`src/hw/rtl/prz_pkg.sv`:
```
package prz_pkg;

	localparam int PIXEL_BITS  = 32;
	localparam int LINE_MAX    = 4096;
	localparam int XFAC_MAX    = 64;
	localparam int YFAC_MAX    = 256;
	localparam int COL_BITS    = $clog2(LINE_MAX);
	localparam int LW_BITS     = COL_BITS + 1;
	localparam int XF_BITS     = $clog2(XFAC_MAX) + 1;
	localparam int RR_BITS     = $clog2(YFAC_MAX);
	localparam int YF_BITS     = RR_BITS + 1;
	localparam int CFG_BITS    = 13;
	localparam int QUEUE_DEPTH = 4;
	localparam int QPTR_BITS   = $clog2(QUEUE_DEPTH);
	localparam int LEVEL_BITS  = QPTR_BITS + 1;

	typedef logic [PIXEL_BITS-1:0] pixel_t;
	typedef logic [COL_BITS-1:0]   col_t;
	typedef logic [LW_BITS-1:0]    lw_t;
	typedef logic [XF_BITS-1:0]    xf_t;
	typedef logic [YF_BITS-1:0]    yf_t;
	typedef logic [RR_BITS-1:0]    rr_t;
	typedef logic [CFG_BITS-1:0]   cfg_data_t;
	typedef logic [QPTR_BITS-1:0]  qptr_t;
	typedef logic [LEVEL_BITS-1:0] level_t;

	typedef enum logic [1:0] {
		REG_X_FACTOR   = 2'd0,
		REG_Y_FACTOR   = 2'd1,
		REG_LINE_WIDTH = 2'd2,
		REG_UNUSED     = 2'd3
	} reg_index_t;

	typedef enum logic {
		CMD_PIXEL = 1'b0,
		CMD_TICK  = 1'b1
	} cmd_t;

	// One queued job: emit pixel count times, flags on the last copy.
	typedef struct packed {
		pixel_t pixel;
		xf_t    count;
		logic   eol;
		logic   eog;
		logic   drop;
	} entry_t;

	function automatic xf_t clamp_xf(xf_t v);
		xf_t r;
		r = v;
		if (v == xf_t'(0))
			r = xf_t'(1);
		else if (v > xf_t'(XFAC_MAX))
			r = xf_t'(XFAC_MAX);
		return r;
	endfunction

	function automatic yf_t clamp_yf(yf_t v);
		yf_t r;
		r = v;
		if (v == yf_t'(0))
			r = yf_t'(1);
		else if (v > yf_t'(YFAC_MAX))
			r = yf_t'(YFAC_MAX);
		return r;
	endfunction

	function automatic lw_t clamp_lw(lw_t v);
		lw_t r;
		r = v;
		if (v == lw_t'(0))
			r = lw_t'(1);
		else if (v > lw_t'(LINE_MAX))
			r = lw_t'(LINE_MAX);
		return r;
	endfunction

endpackage

```
`src/hw/rtl/prz_queue.sv`:
```
module prz_queue (
	input  logic            clk,
	input  logic            arst_n,
	input  logic            push,
	input  prz_pkg::entry_t push_entry,
	input  logic            pop,
	output logic            head_valid,
	output prz_pkg::entry_t head_entry,
	output prz_pkg::level_t level
);

	prz_pkg::entry_t slot_q [prz_pkg::QUEUE_DEPTH];
	prz_pkg::qptr_t  wr_ptr_q;
	prz_pkg::qptr_t  rd_ptr_q;
	prz_pkg::level_t level_q;

	logic do_pop;

	assign head_valid = (level_q != '0);
	assign head_entry = slot_q[rd_ptr_q];
	assign level      = level_q;
	assign do_pop     = pop && head_valid;

	always_ff @(posedge clk or negedge arst_n) begin
		if (!arst_n) begin
			wr_ptr_q <= '0;
			rd_ptr_q <= '0;
			level_q  <= '0;
		end else begin
			if (push)
				wr_ptr_q <= wr_ptr_q + prz_pkg::qptr_t'(1);
			if (do_pop)
				rd_ptr_q <= rd_ptr_q + prz_pkg::qptr_t'(1);
			if (push && !do_pop)
				level_q <= level_q + prz_pkg::level_t'(1);
			else if (!push && do_pop)
				level_q <= level_q - prz_pkg::level_t'(1);
		end
	end

	always_ff @(posedge clk) begin
		if (push)
			slot_q[wr_ptr_q] <= push_entry;
	end

endmodule

```
`config.mk`:
```
export PLATFORM = sky130hd
export DESIGN_NAME = prz_queue
export DESIGN_NICKNAME = d
export VERILOG_FILES = /design/src/hw/rtl/prz_pkg.sv /design/src/hw/rtl/prz_queue.sv
export SDC_FILE = /design/constraint.sdc
export NUM_CORES = 1
export LEC_CHECK = 0
export BUFFER_PORTS_ARGS = -buffer_cell sky130_fd_sc_hd__buf_4
export CAP_MARGIN = 20
export CORE_AREA = 5 5 133 123
export CTS_CLUSTER_SIZE = 12
export DETAILED_ROUTE_END_ITERATION = 16
export DIE_AREA = 0 0 138 128
export GPL_TIMING_DRIVEN = 1
export PLACE_DENSITY = 0.64
export SLEW_MARGIN = 10
export SYNTH_ARGS = -nofsm -noshare
export SYNTH_HDL_FRONTEND = slang
export SYNTH_SLANG_ARGS = --single-unit
```
`constraint.sdc`:
```
create_clock -name clk -period 2.2 [get_ports clk]
set_input_delay 0.11 -clock clk [delete_from_list [all_inputs] [get_ports clk]]
set_output_delay 0.11 -clock clk [all_outputs]
set_load 0.03 [all_outputs]
```
==> reports/results.ini <==
[timing]
fmax_ghz=0.474
tightestPinTransition_ps=360
slew_violations=0
timing.hold.ws_ps=37.1
period_needed_ps=2110
min_period_over_period_pct=96.0
hold_viol=0
relSlewSlack_pct=76.0
fin_skew_ps=6.87
setup_viol=0
fin_setup_tns_ps=0

[placed_design]
gp_congestion=0.734
io_buffer_count=91
dp_hpwl_um=6870
postPlaceCellArea_mm2=0.00747

[logic_synthesis]
synth_most_common_cell=edfxtp_1
syn_area_per_cell_um2=25.7
yosys_most_used_dff=edfxtp_1
synth_area_leader_cell=edfxtp_1
synth-warning-count=0
synth_common_cells=edfxtp_1 (168), mux4_2 (38), dfrtp_1 (7), buf_2 (5), ha_1 (5)
ys_seq_elements=175
syn_nets=305
netlist_instances=253
synthArstFlopShare_pct=4.00
synth-seq-area-share_pct=80.2
syn_area_mm2=0.00651
synth.area.top_cells=edfxtp_1 (78%), mux4_2 (13%), dfrtp_1 (2.7%)
ys_types=19
synth_edf_count=168
synth_top_area_share_pct=77.5

[critical_path]
critPathTopFamily=simple AND/OR/NAND/NOR gates
worstPathArrival_ps=2450
slowest_stage=dfrtp_2
crit_path_start_kind=flop
worstSetupPathType=flop to flop
crit_top_cell=xor2_1
cp_cell_sequence=or3_4 > nand2_2 > ha_2 > inv_1 > fa_1 > xor2_1 > nor2_1 > xor2_1
cp_max_fo=4
crit_required_ps=2540
path_buf_inv=1
crit_path_end_kind=flop
cp_slowest_stage_delay_ps=440

[detailed_routing]
ant_nets=0
wl_per_cell_um=18.9
drtPass1Iterations=4
drc=0
viasPerCell=4.94
num_vias=3090
wirelength_um=11800
drt_iter0_drc=166

[run]
drv_cap=0

[floorplan]
die_area_mm2=0.0177
initial_core_util_pct=43.5
die_w_um=138
ios=92
core_mm2=0.0150
rows=43
die_y_um=128

[clocking]
cts_buffers=17
cts-root-buf=clkbuf_16
clk_pin_slew_ps=60
cts_tree=done
numClockSinks=175
clkLatencyLatePin_ps=420
cts.path.max_buffers=2
h-tree-depth=4

[pwr]
clkPwrFrac_pct=24.2
p_int_mw=7.91
total_power_mw=11.7
vdd_ir_drop_max_mv=0.777
power.static_leakage_nw=2.99
power_frac_seq_pct=38.9
power_switching_mw=3.79
combPwrFrac_pct=36.9
swShare_pct=32.4
p_per_area_mw_per_mm2=1380

[final_layout]
syn2layout_area_growth_pct=30.4
num-nets-final=463
design_area_mm2=0.00849
fillers=1145
final_layout_size_suffix_gt1_share_pct=42.2
diodes=0

[global_route]
grt_pass1_vias=3496
grt_pass1_wl_um=18800
overflow=0
antenna_found_initial=0
grt_max_degree=24
grt_use_total_pct=14.0

[min_path]
hold_class=input port to async pin

[status]
status=completed

[cell usage in the layout (no fill, tap or decap), drive strengths merged]
master       netlist  final
xnor2              3      3
ha                 5      5
clkinvlp           0      1
dfrtp              7      7
clkbuf             0     24
buf               10    104
nor2               1      1
o21ai              1      1
mux2               1      1
dlygate4sd3        0     45
and2               4      4
fa                 1      1
bufinv             0      2
mux4              42     42
edfxtp           168    168
xor2               3      3
inv                3      3
nand2              2      2
clkinv             0      5
nand3              1      1
or3                1      1
[repair_timing]
item / 4_1_cts / 5_1_grt
gates resized for setup: 0 / 2
buffers inserted: 0 / 1
endpoints found under the hold margin: 179 / 0
hold buffers: 45 / 0
endpoints found under the setup margin: 0 / 1
[metrics by stage]
step / cells / setup slack (ps) / utilization [%]
2_1_floorplan: 253 / 29.5 / -
3_3_place_gp: 548 / 179 / 49.9
3_5_place_dp: 548 / 35.4 / 49.9
4_1_cts: 625 / 39.8 / 56.7
5_1_grt: 626 / -1.03 / 56.8
6_report: 626 / 88.9 / 56.8
[final timing paths]
kind	start	to	slack, ps	cells past startpoint
worst max-delay path	level[0]$_DFFE_PN0P_	level[2]$_DFFE_PN0P_	90	8
worst min-delay path	arst_n	level[1]$_DFFE_PN0P_	40	2
worst max register to register	level[0]$_DFFE_PN0P_	level[2]$_DFFE_PN0P_	90	8
worst min register to register	level[2]$_DFFE_PN0P_	level[2]$_DFFE_PN0P_	520	1
max in group asynchronous	arst_n	rd_ptr_q[1]$_DFFE_PN0P_	2020	2
min in group clk	push_entry[7]	slot_q[1][7]$_DFFE_PP_	440	2
[area by class of cell]
cell class | count | area [um^2] | area share, %
Sequential cell | 175 | 5230 | 61.6
Timing Repair Buffer | 149 | 1270 | 14.9
Clock buffer | 24 | 462 | 5.44
Multi-Input combinational cell | 65 | 1170 | 13.8
Tap cell | 202 | 253 | 2.98
Clock inverter | 8 | 92.6 | 1.09
Inverter | 3 | 11.3 | 0.133
[flip-flops by register name, summed over array words and instances (netlist names)]
name      flops
slot_q      168
level         3
rd_ptr_q      2
wr_ptr_q      2
[kinds of logic after synthesis]
logic type / synth area share, %
compound gates: 0.0768
mux: 14.9
buf+inv: 1.96
xor+xnor: 0.808
simple gates: 0.731
flops: 80.2
fa+ha+maj: 1.27
[metal layers]
layer	vias to the layer above	track usage [%]	part of all wire (%)
met5	-	0	0
met4	0	4.01	1.0
met3	13	5.37	5.6
met2	99	24.1	52
met1	1595	16.7	42
li1	1383	-	-
[power by group through the flow]
| stage | registers (mW) | clock network (mW) | logic [mW] |
|---|---|---|---|
| floorplan | 4.63 | 0 | 2.92 |
| global placement | 4.59 | 0 | 4.31 |
| detailed placement | 4.63 | 0 | 4.33 |
| CTS | 4.56 | 2.90 | 4.41 |
| global route | 4.60 | 3.05 | 4.61 |
| finish | 4.55 | 2.83 | 4.32 |
(Power assumes the default switching activity.)
