**src/hw/rtl/prz_pkg.sv**
```systemverilog
package prz_pkg;

	localparam int PIXEL_BITS  = 32;
	localparam int LINE_MAX    = 4096;
	localparam int XFAC_MAX    = 64;
	localparam int YFAC_MAX    = 256;
	localparam int COL_BITS    = $clog2(LINE_MAX);
	localparam int LW_BITS     = COL_BITS + 1;
	localparam int XF_BITS     = $clog2(XFAC_MAX) + 1;
	localparam int RR_BITS     = $clog2(YFAC_MAX);
	localparam int YF_BITS     = RR_BITS + 1;
	localparam int CFG_BITS    = 13;
	localparam int QUEUE_DEPTH = 4;
	localparam int QPTR_BITS   = $clog2(QUEUE_DEPTH);
	localparam int LEVEL_BITS  = QPTR_BITS + 1;

	typedef logic [PIXEL_BITS-1:0] pixel_t;
	typedef logic [COL_BITS-1:0]   col_t;
	typedef logic [LW_BITS-1:0]    lw_t;
	typedef logic [XF_BITS-1:0]    xf_t;
	typedef logic [YF_BITS-1:0]    yf_t;
	typedef logic [RR_BITS-1:0]    rr_t;
	typedef logic [CFG_BITS-1:0]   cfg_data_t;
	typedef logic [QPTR_BITS-1:0]  qptr_t;
	typedef logic [LEVEL_BITS-1:0] level_t;

	typedef enum logic [1:0] {
		REG_X_FACTOR   = 2'd0,
		REG_Y_FACTOR   = 2'd1,
		REG_LINE_WIDTH = 2'd2,
		REG_UNUSED     = 2'd3
	} reg_index_t;

	typedef enum logic {
		CMD_PIXEL = 1'b0,
		CMD_TICK  = 1'b1
	} cmd_t;

	// One queued job: emit pixel count times, flags on the last copy.
	typedef struct packed {
		pixel_t pixel;
		xf_t    count;
		logic   eol;
		logic   eog;
		logic   drop;
	} entry_t;

	function automatic xf_t clamp_xf(xf_t v);
		xf_t r;
		r = v;
		if (v == xf_t'(0))
			r = xf_t'(1);
		else if (v > xf_t'(XFAC_MAX))
			r = xf_t'(XFAC_MAX);
		return r;
	endfunction

	function automatic yf_t clamp_yf(yf_t v);
		yf_t r;
		r = v;
		if (v == yf_t'(0))
			r = yf_t'(1);
		else if (v > yf_t'(YFAC_MAX))
			r = yf_t'(YFAC_MAX);
		return r;
	endfunction

	function automatic lw_t clamp_lw(lw_t v);
		lw_t r;
		r = v;
		if (v == lw_t'(0))
			r = lw_t'(1);
		else if (v > lw_t'(LINE_MAX))
			r = lw_t'(LINE_MAX);
		return r;
	endfunction

endpackage

```
**src/hw/rtl/prz_back.sv**
```systemverilog
module prz_back (
	input  logic            clk,
	input  logic            arst_n,
	input  logic            head_valid,
	input  prz_pkg::entry_t head_entry,
	output logic            pop,
	output logic            m_axis_tvalid,
	input  logic            m_axis_tready,
	output prz_pkg::pixel_t m_axis_tdata,   // pixel_out
	output logic            m_axis_tlast,   // end_of_line
	output logic [2:0]      m_axis_tuser    // last_copy, end_of_group, dropped
);

	logic            out_valid_q;
	prz_pkg::xf_t    rem_q;
	prz_pkg::pixel_t tdata_q;
	logic            tlast_q;
	logic [2:0]      tuser_q;
	logic            eol_q;
	logic            eog_q;
	logic            drop_q;

	logic advance;
	logic more;
	logic last_rep;
	logic last_new;

	assign advance  = !out_valid_q || m_axis_tready;
	assign more     = (rem_q != '0);
	assign pop      = advance && !more && head_valid;
	assign last_rep = (rem_q == prz_pkg::xf_t'(1));
	assign last_new = (head_entry.count == prz_pkg::xf_t'(1));

	always_ff @(posedge clk or negedge arst_n) begin
		if (!arst_n) begin
			out_valid_q <= 1'b0;
			rem_q       <= '0;
		end else if (advance) begin
			if (more) begin
				out_valid_q <= 1'b1;
				rem_q       <= rem_q - prz_pkg::xf_t'(1);
			end else if (head_valid) begin
				out_valid_q <= 1'b1;
				rem_q       <= head_entry.count - prz_pkg::xf_t'(1);
			end else begin
				out_valid_q <= 1'b0;
			end
		end
	end

	// tdata already holds the pixel while copies repeat
	// a dropped word carries only the drop flag
	always_ff @(posedge clk) begin
		if (advance) begin
			if (more) begin
				tlast_q <= eol_q && last_rep;
				tuser_q <= {drop_q && last_rep, eog_q && last_rep, last_rep};
			end else if (head_valid) begin
				tdata_q <= head_entry.pixel;
				eol_q   <= head_entry.eol;
				eog_q   <= head_entry.eog;
				drop_q  <= head_entry.drop;
				tlast_q <= head_entry.eol && last_new;
				tuser_q <= {head_entry.drop && last_new, head_entry.eog && last_new,
					last_new && !head_entry.drop};
			end
		end
	end

	assign m_axis_tvalid = out_valid_q;
	assign m_axis_tdata  = tdata_q;
	assign m_axis_tlast  = tlast_q;
	assign m_axis_tuser  = tuser_q;

endmodule

```
**config.mk**
```make
export PLATFORM = sky130hd
export DESIGN_NAME = prz_back
export DESIGN_NICKNAME = d
export VERILOG_FILES = /design/src/hw/rtl/prz_pkg.sv /design/src/hw/rtl/prz_back.sv
export SDC_FILE = /design/constraint.sdc
export NUM_CORES = 1
export LEC_CHECK = 0
export BUFFER_PORTS_ARGS = -buffer_cell sky130_fd_sc_hd__buf_2
export CORE_MARGIN = 3
export CORE_UTILIZATION = 42
export CTS_CLUSTER_DIAMETER = 50
export DETAILED_ROUTE_END_ITERATION = 10
export GPL_ROUTABILITY_DRIVEN = 0
export PLACE_DENSITY = 0.75
export RECOVER_POWER = 25
export SLEW_MARGIN = 10
export SYNTH_ARGS = -nofsm -noshare
export SYNTH_HDL_FRONTEND = slang
export SYNTH_SLANG_ARGS = --single-unit
export TNS_END_PERCENT = 50
```
**constraint.sdc**
```tcl
create_clock -name clk -period 2.35 [get_ports clk]
set_input_delay 0.1175 -clock clk [delete_from_list [all_inputs] [get_ports clk]]
set_output_delay 0.1175 -clock clk [all_outputs]
set_load 0.01 [all_outputs]
```
==> out/qor.yml, run 1 <==
outcome:
  status: "complete, no violations"
clock_tree:
  cts.sinks: 47
  cts_buffer_depth: 2
  numCtsBuffers: 5
  clk_pin_slew_worst_paths_ns: 0.08
  htreeDepth: 2
  ctsHoldBuffers: 28
  cts_tree: "built"
  post-cts-setup-buffers: 0
  clock_latency_ns: 0.29
  cts_resized: 0
  cts-root-buf: "clkbuf_8"
setup_path:
  critPathMaxStageDelay_ns: 0.43
  worstPathRequired_ns: 2.35
  critPathArrivalTime_ns: 2.12
  critPathBufInv: 3
  cp_slowest_cell: "dfrtp_1"
  worst-setup-path-type: "flip-flop to flip-flop"
  cp_top_family: "buffers and inverters"
  crit_fanout: 24
  end_kind: "flip-flop"
  worstPathCellList: "inv_1 -> ha_1 -> nor4b_2 -> nand3_1 -> clkinvlp_4 -> buf_12"
  start_kind: "flip-flop"
yosys:
  syn-instance-count: 126
  synth_warnings: 0
  synthDominantCellAreaShare: 0.617
  ys_ff_latch: 47
  syn_area_um2: 1900
  synth.distinct_cells: 34
  synthTopCellsByArea: "edfxtp_1 (62%), dfrtp_1 (11%), ha_1 (3.3%)"
  synth_area_per_cell_um2: 15.1
  synth_top_cell_by_area: "edfxtp_1"
  synthesis.nets: 177
  ys_seq_area_frac: 0.722
timing:
  tns_ns: 0
  skew_ns: 0.00533
  setup_violations: 0
  fin_crit_sh: 0.902
  period_minus_slack_ns: 2.12
  rsz0062_at_grt: "false"
  hold_viol: 0
  fmax_mhz: 472
  worst_pin_slew_ns: 0.470
  slew_headroom: 0.686
  maxSlewViolCount: 0
floorplanning:
  fp.dieW_um: 73.2
  dieArea_um2: 5360
  core_um2: 4170
  ios: 84
  row_count: 23
  dieHeight_um: 73.2
  start_util: 0.455
layout:
  drive_gt1_frac: 0.375
  multi_input_area_um2: 493
  num-nets-final: 301
  regArea_um2: 1370
  finalNonFillerCells: 301
  stdcell_area_um2: 2860
  n_antenna_cell: 0
  fillers: 282
  area_delta_synth_final_pct: 50.5
power:
  power.net_switching_mw: 0.484
  pwr-share-comb: 0.162
  clock_power_share: 0.331
  power_density_nw_per_um2: 712
  p_int_mw: 1.55
  seqPwrFrac: 0.507
  swShare: 0.238
  p_leak_nw: 1.16
  peakVddDrop_uv: 453
routing:
  wire_per_inst_um: 15.5
  drtPass1Iterations: 4
  final_antenna_net_count: 0
  drt_iter0_drc: 113
  post_drt_via_cell_ratio: 4.95
  num_vias: 1489
  wl_um: 4670
  drc: 0
placement:
  hpwl_um: 3230
  placed_cells: 261
  dpl_cell_area_um2: 2410
  numPortBuffers: 83
global_route:
  grt_util_all_layers: 0.171
  overflow: 0
  antenna_found_initial: 0
  grt_pass1_vias: 1432
  grt_pass1_wl_um: 6860
  grt_start_max_net_pins: 25
job:
  maxCapViolCount: 0
min_path:
  hold_class: "input pin to flip-flop"
cell type report:
type / instances / share of cell area
sequential: 47 / 0.480
tap: 50 / 0.0219
multi-input combinational: 70 / 0.173
clock buffer: 6 / 0.0254
timing repair buffer: 117 / 0.266
inverter: 9 / 0.0131
clock inverter: 2 / 0.0210
cell usage in the layout (no fill, tap or decap), types with 2 or more instances in the layout:
master,instances
inv_1,7
a31oi_1,2
nand2_1,4
nand3_1,2
nor3_1,5
o22ai_1,2
xor2_1,3
dlygate4sd3_1,32
or3_1,3
a21oi_1,5
clkbuf_8,5
buf_2,80
nor3b_1,2
edfxtp_1,39
or4_1,2
dfrtp_1,8
bufinv_16,2
clkbuf_1,4
ha_1,5
xnor2_1,2
nor2b_1,2
a22oi_1,3
nor2_1,10
o22a_1,4
synthesized netlist by cell type:
master and number:
o31ai_4 1, nand2b_1 1, dfrtp_1 8, a22oi_1 3
a31oi_1 2, nand3_1 2, o21ai_1 1, o22ai_1 2
nor3_1 5, a2bb2oi_1 1, or3_1 3, nor3b_1 2
xnor2_1 2, o21a_1 1, o22a_1 4, ha_1 5
and4b_1 1, o21ai_0 1, or2_1 1, nor2_1 10
a32oi_1 1, xor2_1 3, inv_1 8, a21oi_1 5
inv_2 1, a41oi_1 1, edfxtp_1 39, nor4b_2 1
or4b_4 1, nand2_1 4, o211ai_1 1, nor2b_1 2
nor4_1 1, or4_1 2
per-layer routing:
metal,wire (um),global-route usage
met1,1870,0.209
met2,2240,0.288
met3,495,0.0537
met4,63,0.0492
met5,0,0
final timing paths:
path	start	endpoint	slack (ns)	cells after the start
max in group asynchronous	arst_n	rem_q[5]$_DFFE_PN0P_	1.75	2
min	head_entry[2]	eol_q$_DFFE_PP_	0.02	1
min reg2reg	rem_q[3]$_DFFE_PN0P_	rem_q[3]$_DFFE_PN0P_	0.57	1
max reg2reg	rem_q[0]$_DFFE_PN0P_	eol_q$_DFFE_PP_	0.23	6
max	rem_q[0]$_DFFE_PN0P_	eol_q$_DFFE_PP_	0.23	6
min in group asynchronous	arst_n	rem_q[6]$_DFFE_PN0P_	0.28	2
worst reg2reg max path: cells and delay by family (launching register included):
family / cells / cell delay, ns
fa+ha+maj: 1 / 0.23
buf+inv: 3 / 0.68
flops: 1 / 0.43
simple gates: 2 / 0.50
power by group through the flow:
stage	combinational (mW)	clock, mW	sequential [mW]
final	0.329	0.674	1.03
after global routing	0.370	0.720	1.04
after CTS	0.323	0.692	1.03
after detailed placement	0.286	0	1.05
after global placement	0.281	0	1.05
after floorplan	0.193	0	1.03
cells by family (layout without fill, tap and decap cells):
kind of cell               count (synthesis)  in the layout  share of synthesized area
DFF                                       47             47                      0.722
and+or+nand+nor                           36             36                      0.109
AOI/OAI and AO/OA                         24             24                     0.0949
buffers and inverters                      9            134                     0.0178
adders and majority gates                  5              5                     0.0330
xor gates and xnor gates                   5              5                     0.0231
metrics by stage:
| stage | power [mW] | utilization | hold slack (ns) | setup slack, ns |
|---|---|---|---|---|
| 2_1_floorplan | 1.23 | - | -0.178 | 0.207 |
| 3_3_place_gp | 1.33 | 0.577 | -0.0244 | 0.323 |
| 3_5_place_dp | 1.33 | 0.577 | -0.0238 | 0.217 |
| 4_1_cts | 2.04 | 0.676 | 0.000556 | 0.211 |
| 5_1_grt | 2.13 | 0.685 | 0.000733 | 0.0697 |
| 6_report | 2.03 | 0.685 | 0.0152 | 0.231 |
state kept, by name, summed over array words and instances (netlist names):
register       cells
m_axis_tlast       1
rem_q              7
m_axis_tdata      32
drop_q             1
m_axis_tuser       3
eol_q              1
eog_q              1
m_axis_tvalid      1
(Power assumes the default switching activity.)
==> run 2, diff against run 1 <==
CORE_UTILIZATION = 43   (was 42)
CTS_BUF_LIST = sky130_fd_sc_hd__clkbuf_4   (was unset)
PLACE_DENSITY = 0.77   (was 0.75)
==> run 2 against run 1 <==
Effect of this change: flip-flop and latch count is the same; wire length grew 4.8%; non-clock buffer count grew 4.
==> out/qor.yml, run 2 (same netlist as run 1, synthesis figures left out) <==
outcome:
  status: "complete, no violations"
clock_tree:
  clock_latency_ns: 0.35
  ctsHoldBuffers: 36
  cts_buffer_depth: 2
  numCtsBuffers: 5
  cts_tree: "built"
  htreeDepth: 2
  cts-root-buf: "clkbuf_4"
  post-cts-setup-buffers: 0
  cts_resized: 0
  cts.sinks: 47
  clk_pin_slew_worst_paths_ns: 0.13
global_route:
  met1_usage: 0.240
  use_met3: 0.0485
  antenna_found_initial: 0
  overflow: 0
  grt_pass1_vias: 1419
  busiest_layer: "met2"
  grt_pass1_wl_um: 7310
  grt_util_all_layers: 0.188
  grt_start_max_net_pins: 36
  use_met2: 0.320
power:
  p_leak_nw: 1.14
  power_density_nw_per_um2: 619
  peakVddDrop_uv: 370
routing:
  num_vias: 1549
  drc: 0
  wire_per_inst_um: 16.1
  final_antenna_net_count: 0
  wl_um: 4900
  post_drt_via_cell_ratio: 5.08
  drt_iter0_drc: 111
  drtPass1Iterations: 4
layout:
  n_antenna_cell: 0
  largest_register_ffs: 32
  utilization: 0.685
  layout_common_cells: "buf_2 (78), edfxtp_1 (39), dlygate4sd3_1 (36)"
  drive_gt1_frac: 0.361
  area_delta_synth_final_pct: 48.5
  finalNonFillerCells: 305
  stdcell_area_um2: 2820
  final_common_cell: "buf_2"
  num-nets-final: 305
timing:
  tns_ns: 0
  fmax_mhz: 491
  setup_violations: 0
  worst_pin_slew_ns: 0.529
  skew_ns: 0.00656
  fin_crit_sh: 0.867
  slew_headroom: 0.647
  hold_viol: 0
  rsz0062_at_grt: "false"
  period_minus_slack_ns: 2.04
  maxSlewViolCount: 0
floorplanning:
  core_um2: 4120
  start_util: 0.461
  row_count: 23
  dieHeight_um: 72.4
  dieArea_um2: 5250
  ios: 84
  fp.dieW_um: 72.4
placement:
  numPortBuffers: 83
  placed_cells: 261
  hpwl_um: 3440
  dpl_cell_area_um2: 2410
setup_path:
  rrSetupSlack_ns: 0.34
  crit_fanout: 5
  worst-setup-path-type: "flip-flop to output port"
  worstPathRequired_ns: 2.23
  end_kind: "output port"
  critPathArrivalTime_ns: 1.92
  start_kind: "flip-flop"
min_path:
  hold_class: "input pin to flip-flop"
job:
  maxCapViolCount: 0
-- run 2: critical path, stage by stage (launching register included) --
cell and delay [ns]:
dfrtp_1 0.45, inv_1 0.15, ha_1 0.22, nor4b_2 0.26
nand3_1 0.24, inv_1 0.12, buf_2 0.13
-- run 2: through the flow --
| stage | total power, mW | setup WS (ns) | hold WS [ns] |
|---|---|---|---|
| after floorplan | 1.23 | 0.207 | -0.178 |
| after detailed placement | 1.34 | 0.359 | -0.0214 |
| after global placement | 1.33 | 0.409 | -0.0229 |
| after global routing | 1.85 | 0.134 | 0.0265 |
| after CTS | 1.75 | 0.297 | 0.00940 |
| final | 1.74 | 0.312 | 0.0309 |
-- run 2: area by class of cell --
class | instances | area, um^2
clock inverters | 3 | 20.0
clock buffers | 5 | 37.5
multi-input cells | 70 | 493
fillers | 300 | 1300
well taps | 50 | 62.6
inverters | 9 | 37.5
repair buffers | 121 | 797
flip-flops and latches | 47 | 1370
-- run 2: path summary, 6_finish.rpt --
| check | start | end | cells after the start |
|---|---|---|---|
| min in group asynchronous | arst_n | rem_q[3]$_DFFE_PN0P_ | 2 |
| hold reg to reg | rem_q[3]$_DFFE_PN0P_ | rem_q[3]$_DFFE_PN0P_ | 1 |
| hold / removal | head_entry[3] | rem_q[0]$_DFFE_PN0P_ | 2 |
| max in group asynchronous | arst_n | rem_q[5]$_DFFE_PN0P_ | 2 |
| setup reg to reg | rem_q[0]$_DFFE_PN0P_ | rem_q[4]$_DFFE_PN0P_ | 6 |
| setup / recovery | rem_q[0]$_DFFE_PN0P_ | pop | 6 |
-- run 2: per-layer routing --
metal / share of wire / routed length, um
met1: 0.43 / 2100
met2: 0.47 / 2280
met3: 0.096 / 468
met4: 0.011 / 53
met5: 0 / 0
-- run 2: where the power goes --
part           internal, mW  switching (mW)
clock                 0.115           0.253
sequential            0.956          0.0841
combinational         0.172           0.163
